===== src/rtl/core/psd_pkg.sv =====
// Shared types, widths, codes and helpers for the point to segment distance pipeline.
package psd_pkg;

	localparam int CW         = 24;           // coordinate width, Q12.12
	localparam int DIR_W      = 16;           // direction width, Q1.14
	localparam int DIR_FRAC   = 14;
	localparam int TIME_W     = 16;           // time width, Q8.8
	localparam int TIME_FRAC  = 8;
	localparam int DIST_W     = 52;
	localparam int ROOT_W     = DIST_W / 2;
	localparam int ROOT_STAGES = ROOT_W;      // one root bit per stage
	localparam int REM_W      = ROOT_W + 2;
	localparam int GEO_STAGES = 11;
	localparam int PIPE_LAT   = GEO_STAGES + ROOT_STAGES;

	localparam int TPROD_W = TIME_W + 1 + CW; // time times velocity
	localparam int D_W     = CW + 1;          // point minus centre
	localparam int DPROD_W = D_W + DIR_W;     // difference times direction
	localparam int P_W     = DPROD_W + 1;     // projection sum
	localparam int TUX_W   = CW + DIR_W;      // parameter times direction
	localparam int N_W     = CW + 2;          // unsaturated nearest point
	localparam int E_W     = CW + 3;          // nearest point minus query point
	localparam int SAT_IN_W = 48;

	localparam logic [DIST_W-1:0] DIST_MAX = '1;

	localparam logic [1:0] CASE_INTERIOR = 2'd0;
	localparam logic [1:0] CASE_POS_END  = 2'd1;
	localparam logic [1:0] CASE_NEG_END  = 2'd2;

	typedef logic signed [CW-1:0]    coord_t;
	typedef logic signed [DIR_W-1:0] dir_t;
	typedef logic [CW-2:0]           ext_t;
	typedef logic [TIME_W-1:0]       time_t;
	typedef logic [DIST_W-1:0]       dist_t;
	typedef logic [ROOT_W-1:0]       root_t;
	typedef logic [1:0]              kase_t;

	typedef struct packed {
		dist_t         sq;
		logic [CW-1:0] near_x;
		logic [CW-1:0] near_y;
		kase_t         kase;
	} psd_res_t;

	// Clamp a wide signed value to the signed coordinate range.
	function automatic logic [CW-1:0] sat_coord(input logic signed [SAT_IN_W-1:0] x);
		logic [SAT_IN_W-CW:0] top;
		top = x[SAT_IN_W-1:CW-1];
		if (top == '0 || top == '1) begin
			return x[CW-1:0];
		end else if (x[SAT_IN_W-1]) begin
			return {1'b1, {(CW-1){1'b0}}};
		end else begin
			return {1'b0, {(CW-1){1'b1}}};
		end
	endfunction

endpackage


===== src/rtl/core/psd_sqrt.sv =====
// Pipelined integer square root, one result bit resolved per stage.
module psd_sqrt (
	input  logic            clk,
	input  logic            arst_n,
	input  logic            in_vld,
	input  psd_pkg::dist_t  in_val,
	output logic            out_vld,
	output psd_pkg::root_t  out_root
);
	import psd_pkg::*;

	logic [REM_W-1:0]  rem_s  [1:ROOT_STAGES];
	root_t             root_s [1:ROOT_STAGES];
	dist_t             val_s  [1:ROOT_STAGES];
	logic [ROOT_STAGES:1] vld_s;

	for (genvar i = 0; i < ROOT_STAGES; i++) begin : g_stage
		logic [REM_W-1:0] rem_i;
		root_t            root_i;
		dist_t            val_i;
		logic             vld_i;
		logic [REM_W-1:0] rem_c;
		logic [REM_W-1:0] trial_c;
		logic             ge_c;

		// The first stage starts from an empty remainder and root.
		if (i == 0) begin : g_head
			assign rem_i  = '0;
			assign root_i = '0;
			assign val_i  = in_val;
			assign vld_i  = in_vld;
		end else begin : g_body
			assign rem_i  = rem_s[i];
			assign root_i = root_s[i];
			assign val_i  = val_s[i];
			assign vld_i  = vld_s[i];
		end

		// Bring down the next two radicand bits and try the next root bit.
		always_comb begin
			rem_c   = {rem_i[REM_W-3:0], val_i[DIST_W-1 -: 2]};
			trial_c = {root_i, 2'b01};
			ge_c    = rem_c >= trial_c;
		end

		always_ff @(posedge clk or negedge arst_n) begin
			if (!arst_n) begin
				vld_s[i+1] <= 1'b0;
			end else begin
				vld_s[i+1] <= vld_i;
			end
		end

		always_ff @(posedge clk) begin
			rem_s[i+1]  <= ge_c ? rem_c - trial_c : rem_c;
			root_s[i+1] <= {root_i[ROOT_W-2:0], ge_c};
			val_s[i+1]  <= {val_i[DIST_W-3:0], 2'b00};
		end
	end

	assign out_vld  = vld_s[ROOT_STAGES];
	assign out_root = root_s[ROOT_STAGES];

	a_root_low: assert property (@(posedge clk) disable iff (!arst_n)
		out_vld |-> ((54'(out_root) * 54'(out_root)) <= 54'($past(in_val, ROOT_STAGES))))
		else $error("root squared exceeds radicand");

	a_root_high: assert property (@(posedge clk) disable iff (!arst_n)
		out_vld |-> (((54'(out_root) + 54'd1) * (54'(out_root) + 54'd1)) >
			54'($past(in_val, ROOT_STAGES))))
		else $error("root is not the floor root");

	a_rem_bound: assert property (@(posedge clk) disable iff (!arst_n)
		out_vld |-> (rem_s[ROOT_STAGES] <= REM_W'({out_root, 1'b0})))
		else $error("final remainder above twice the root");

endmodule


===== config.mk =====
export PLATFORM = sky130hd
export DESIGN_NAME = psd_sqrt
export DESIGN_NICKNAME = d
export VERILOG_FILES = /design/src/rtl/core/psd_pkg.sv /design/src/rtl/core/psd_sqrt.sv
export SDC_FILE = /design/constraint.sdc
export NUM_CORES = 2
export LEC_CHECK = 0
export ABC_AREA = 1
export BUFFER_PORTS_ARGS = -buffer_cell sky130_fd_sc_hd__buf_2
export CAP_MARGIN = 20
export CORE_UTILIZATION = 40
export CTS_BUF_LIST = sky130_fd_sc_hd__clkbuf_2 sky130_fd_sc_hd__clkbuf_4 sky130_fd_sc_hd__clkbuf_8
export CTS_CLUSTER_DIAMETER = 40
export DETAILED_ROUTE_END_ITERATION = 10
export PLACE_DENSITY = 0.66
export SETUP_SLACK_MARGIN = 0.4
export SLEW_MARGIN = 10
export SYNTH_ARGS = -nofsm -noshare
export SYNTH_HDL_FRONTEND = slang
export SYNTH_SLANG_ARGS = --single-unit

===== constraint.sdc =====
create_clock -name clk -period 2.9 [get_ports clk]
set_clock_uncertainty 0.05 [all_clocks]
set_input_delay 0.58 -clock clk [delete_from_list [all_inputs] [get_ports clk]]
set_output_delay 0.58 -clock clk [all_outputs]
set_load 0.01 [all_outputs]

==> results.md <==
Run status:
- The flow ran to the end, and the final reports show no timing, DRC or antenna violations.

Timing:
- Setup repair after global routing could not meet its margin everywhere.
- Based on the critical path, the design can be clocked at up to 0.413 GHz.
- For the pin with the worst max-slew slack, the measured transition is 0.697 ns.
- The final number of max-transition violations is 0.
- Setup violations remaining at the end of the flow were counted as 0.
- The sum of negative setup slack is 0 ns.
- The clock period minus worst slack is 2.42 ns.
- Across all setup checks in the final design, the least slack found is 0.481 ns.
- Headroom to the max-slew limit came out at 53.1%.
- The final number of hold-violating endpoints was 0.
- The share of the clock period used by the worst path after layout is 83.4%.

Placement:
- The count of input and output buffers is 81.
- At the end of routability-driven placement, the weighted congestion stood at 0.955.
- After legalization and detailed placement, the total HPWL measured 151,000 um.
- Prior to clock tree synthesis, the placed netlist has a worst setup slack of 0.300 ns.
- Once placement completed, the tool counted placed cells totaling 12,100.

CTS:
- The clock latency of the later-clocked register in the worst-skew pair is 1.02 ns.
- Buffers inserted during clock tree synthesis total 308.
- The CTS H-tree depth is 5.
- The clock transition time at the flip-flop clock pins of the worst setup and hold paths is 0.06 ns.
- The number of sinks handled by clock tree synthesis is 1,642.
- TritonCTS built the clock tree.
- The clock passes through at most 4 buffers.
- CTS placed an instance of sky130_fd_sc_hd__clkbuf_8 at the clock tree root.

Pwr:
- IR analysis of the VDD net gives a maximum drop of 0.000706 V.
- The areal power density over the cells is 866 nW/um2.
- In this run the static leakage power is 0.0435 uW.

Global route:
- The total global-route track usage is 20.9%.
- Summed over all layers, the global routing overflow is 0.
- The first-pass GRT wire length is 302,000 um.
- The initial antenna violation count is 5.
- The maximum number of pins on one net before global-route repair is 40.
- The number of global-route vias before repair is 58,100.

Synth:
- The most used flip-flop cell after synthesis is sky130_fd_sc_hd__dfxtp_1.
- The number of nets handed over by synthesis was 10,100.
- In this run the mean area of a mapped cell was 7.38 um2.
- The async set-or-reset flop fraction in the synthesized netlist is 1.58%.
- In this run, synthesis produced a sequential element count of 1,642.
- The cell count after synthesis is 9,690.
- After synthesis, the netlist uses 54 different library cells.
- The count of flip-flops with a built-in enable after synthesis is 0.
- The number of warnings reported in the yosys synthesis log is 0.
- Summing the sequential cell areas from Yosys gives 46.1% of the chip area.
- The total standard cell area after synthesis is 71,500 um2.

Route:
- The aggregate routed wire length is 190,000 um.
- For this block, the via count after detailed routing is 60,200.
- The post-route antenna net violation count is 0.
- The post-detailed-route DRC marker count is 0.
- The number of DRC markers in iteration 0 is 4,330.
- The first detailed-routing pass ran for 6 iterations.
- Dividing the detail-routed wire length by the instance count gives 15.0 um.
- Using the TritonRoute via totals, the vias-per-cell ratio works out to 4.74.

Critical path:
- For the worst setup path, the data required time is 3.73 ns.
- The kind of start point of the critical path is a register.
- STA classifies the critical path endpoint as a register.
- The arrival time at the worst endpoint is 3.25 ns.
- The critical-path maximum fanout is 22.
- The worst setup path is of the register to register kind.

Finish:
- The non-filler instance count after layout is 12,700.
- The growth of design area from synthesis to finish is 14.8%.
- The final net count is 10,600.
- The area of the multi-input gates is 31,900 um2.
- Registers take 33,000 um2.
- In the layout the commonest cells are sky130_fd_sc_hd__nand2_1 (3,108), sky130_fd_sc_hd__inv_1 (1,628), sky130_fd_sc_hd__dfxtp_1 (1,614), sky130_fd_sc_hd__nor2_1 (769), sky130_fd_sc_hd__nand3_1 (543).
- For this run, the share of the core covered by cells in the final layout is 46.4%.
- The ratio of cells with drive above 1 in the final layout is 8.46%.
- Leaving out fill and tap cells, the most frequent cell in the layout is sky130_fd_sc_hd__nand2_1.
- Fill cells in the final layout number 17,900.

Floorplan:
- The total core area is 177,000 um2.
- Pin placement for this block handled 82 I/O pins.
- The initial core utilization is 40.4%.
- Measured along the y axis, the die boundary spans 425 um.
- After floorplanning, the core was divided into 154 placement rows.
- The horizontal die dimension is 425 um.
- The area enclosed by the die boundary is 181,000 um2.

Run:
- The number of max-capacitance violations reported is 0.

Worst hold path:
- The min-delay analysis places its worst path in the category input port to register.
## where the power goes
group          total (uW)  switching, uW  internal (uW)
clock               23000           9440          13600
combinational       18100          11800           6250
sequential          30000           3360          26600
total               71100          24600          46500
## cells in the mapped netlist, types with 17 or more instances
| cell type | n | share of area, % |
|---|---|---|
| sky130_fd_sc_hd__a21oi_1 | 392 | 2.7 |
| sky130_fd_sc_hd__a21oi_2 | 26 | 0.32 |
| sky130_fd_sc_hd__buf_2 | 27 | 0.19 |
| sky130_fd_sc_hd__buf_4 | 19 | 0.20 |
| sky130_fd_sc_hd__buf_6 | 29 | 0.46 |
| sky130_fd_sc_hd__dfrtp_1 | 26 | 0.91 |
| sky130_fd_sc_hd__dfxtp_1 | 1616 | 45 |
| sky130_fd_sc_hd__ha_1 | 379 | 6.6 |
| sky130_fd_sc_hd__inv_1 | 1629 | 8.5 |
| sky130_fd_sc_hd__nand2_1 | 3110 | 16 |
| sky130_fd_sc_hd__nand2_2 | 20 | 0.17 |
| sky130_fd_sc_hd__nand3_1 | 545 | 3.8 |
| sky130_fd_sc_hd__nand3b_1 | 76 | 0.80 |
| sky130_fd_sc_hd__nand4_1 | 173 | 1.5 |
| sky130_fd_sc_hd__nor2_1 | 784 | 4.1 |
| sky130_fd_sc_hd__nor2_2 | 26 | 0.23 |
| sky130_fd_sc_hd__nor3_1 | 92 | 0.64 |
| sky130_fd_sc_hd__o21ai_0 | 207 | 1.4 |
| sky130_fd_sc_hd__o21ai_1 | 36 | 0.25 |
| sky130_fd_sc_hd__o21ai_2 | 27 | 0.33 |
| sky130_fd_sc_hd__o21bai_1 | 38 | 0.40 |
| sky130_fd_sc_hd__or2_2 | 17 | 0.15 |
| sky130_fd_sc_hd__xnor2_1 | 111 | 1.4 |
| sky130_fd_sc_hd__xor2_1 | 156 | 1.9 |
## flip-flops by register name (all words and copies together), names as in the netlist
register	flops
root_s	351
out_vld	1
val_s	650
g_stage.vld_i	25
rem_s	615
## worst paths after layout
| check | start | end | slack [ns] | cells past startpoint |
|---|---|---|---|---|
| worst min register to register | val_s[11][47] | val_s[11][99] | 0.23 | 0 |
| worst min-delay path | in_val[34] | val_s[0][84] | 0.16 | 2 |
| worst max-delay path | root_s[0][341] | rem_s[0][401] | 0.48 | 10 |
| min in group asynchronous | arst_n | g_stage[24].vld_i | 0.56 | 4 |
| worst max register to register | root_s[0][341] | rem_s[0][401] | 0.48 | 10 |
| max in group asynchronous | arst_n | g_stage[18].vld_i | 2.08 | 4 |
## layer usage
metal | global-route usage, % | part of all wire (%) | vias to the layer above
met1 | 27.2 | 46 | 27200
met3 | 3.57 | 5.9 | 370
met5 | 0 | 0.0068 | -
li1 | - | - | 31000
met4 | 7.28 | 2.9 | 2
met2 | 34.6 | 46 | 1629
## per-stage QoR
stage                     power, uW  hold slack (ns)  area [um2]
after floorplan               42200            0.234       71500
after global placement        48000            0.260       74700
after detailed placement      48200            0.262       74700
after CTS                     71700           0.0342       81800
after global routing          75800           0.0784       82100
final                         71100            0.165       82100
## final cells by class
cell class                      instances  area share (%)
Tap cell                             2340            3.57
Inverter                             1647            7.59
Clock inverter                         85            1.12
Multi-Input combinational cell       6321            38.8
Sequential cell                      1642            40.2
Timing Repair Buffer                  207            1.94
Antenna cell                            5          0.0152
Clock buffer                          438            6.74
## cell families after synthesis
family | count (synthesis) | share of synthesized area, %
adders and majority gates | 379 | 6.63
AOI/OAI and AO/OA | 749 | 5.74
buffers and inverters | 1728 | 9.55
DFF | 1642 | 46.1
other | 1 | 0.00524
xor gates and xnor gates | 267 | 3.27
and+or+nand+nor | 4924 | 28.7
## worst max-delay path, stage by stage, from the launching register on
cell                       delay [ns]
sky130_fd_sc_hd__dfxtp_1         0.41
sky130_fd_sc_hd__inv_1           0.07
sky130_fd_sc_hd__ha_1            0.34
sky130_fd_sc_hd__a21oi_1         0.29
sky130_fd_sc_hd__o21bai_1        0.14
sky130_fd_sc_hd__nand2_1         0.08
sky130_fd_sc_hd__nand3_1         0.15
sky130_fd_sc_hd__a21oi_2         0.36
sky130_fd_sc_hd__buf_12          0.20
sky130_fd_sc_hd__nand2_1         0.06
sky130_fd_sc_hd__o21ai_0         0.16
## repair_timing
| action | 4_1_cts | 5_1_grt |
|---|---|---|
| cloned | 0 | 1 |
| resized for setup | 7 | 80 |
| hold endpoints to repair | 80 | 0 |
| pin swaps | 0 | 3 |
| buffers inserted | 0 | 11 |
| hold buffers | 57 | 0 |
| endpoints found under the setup margin | 20 | 331 |
No activity file was read; power rests on OpenSTA's default activity.
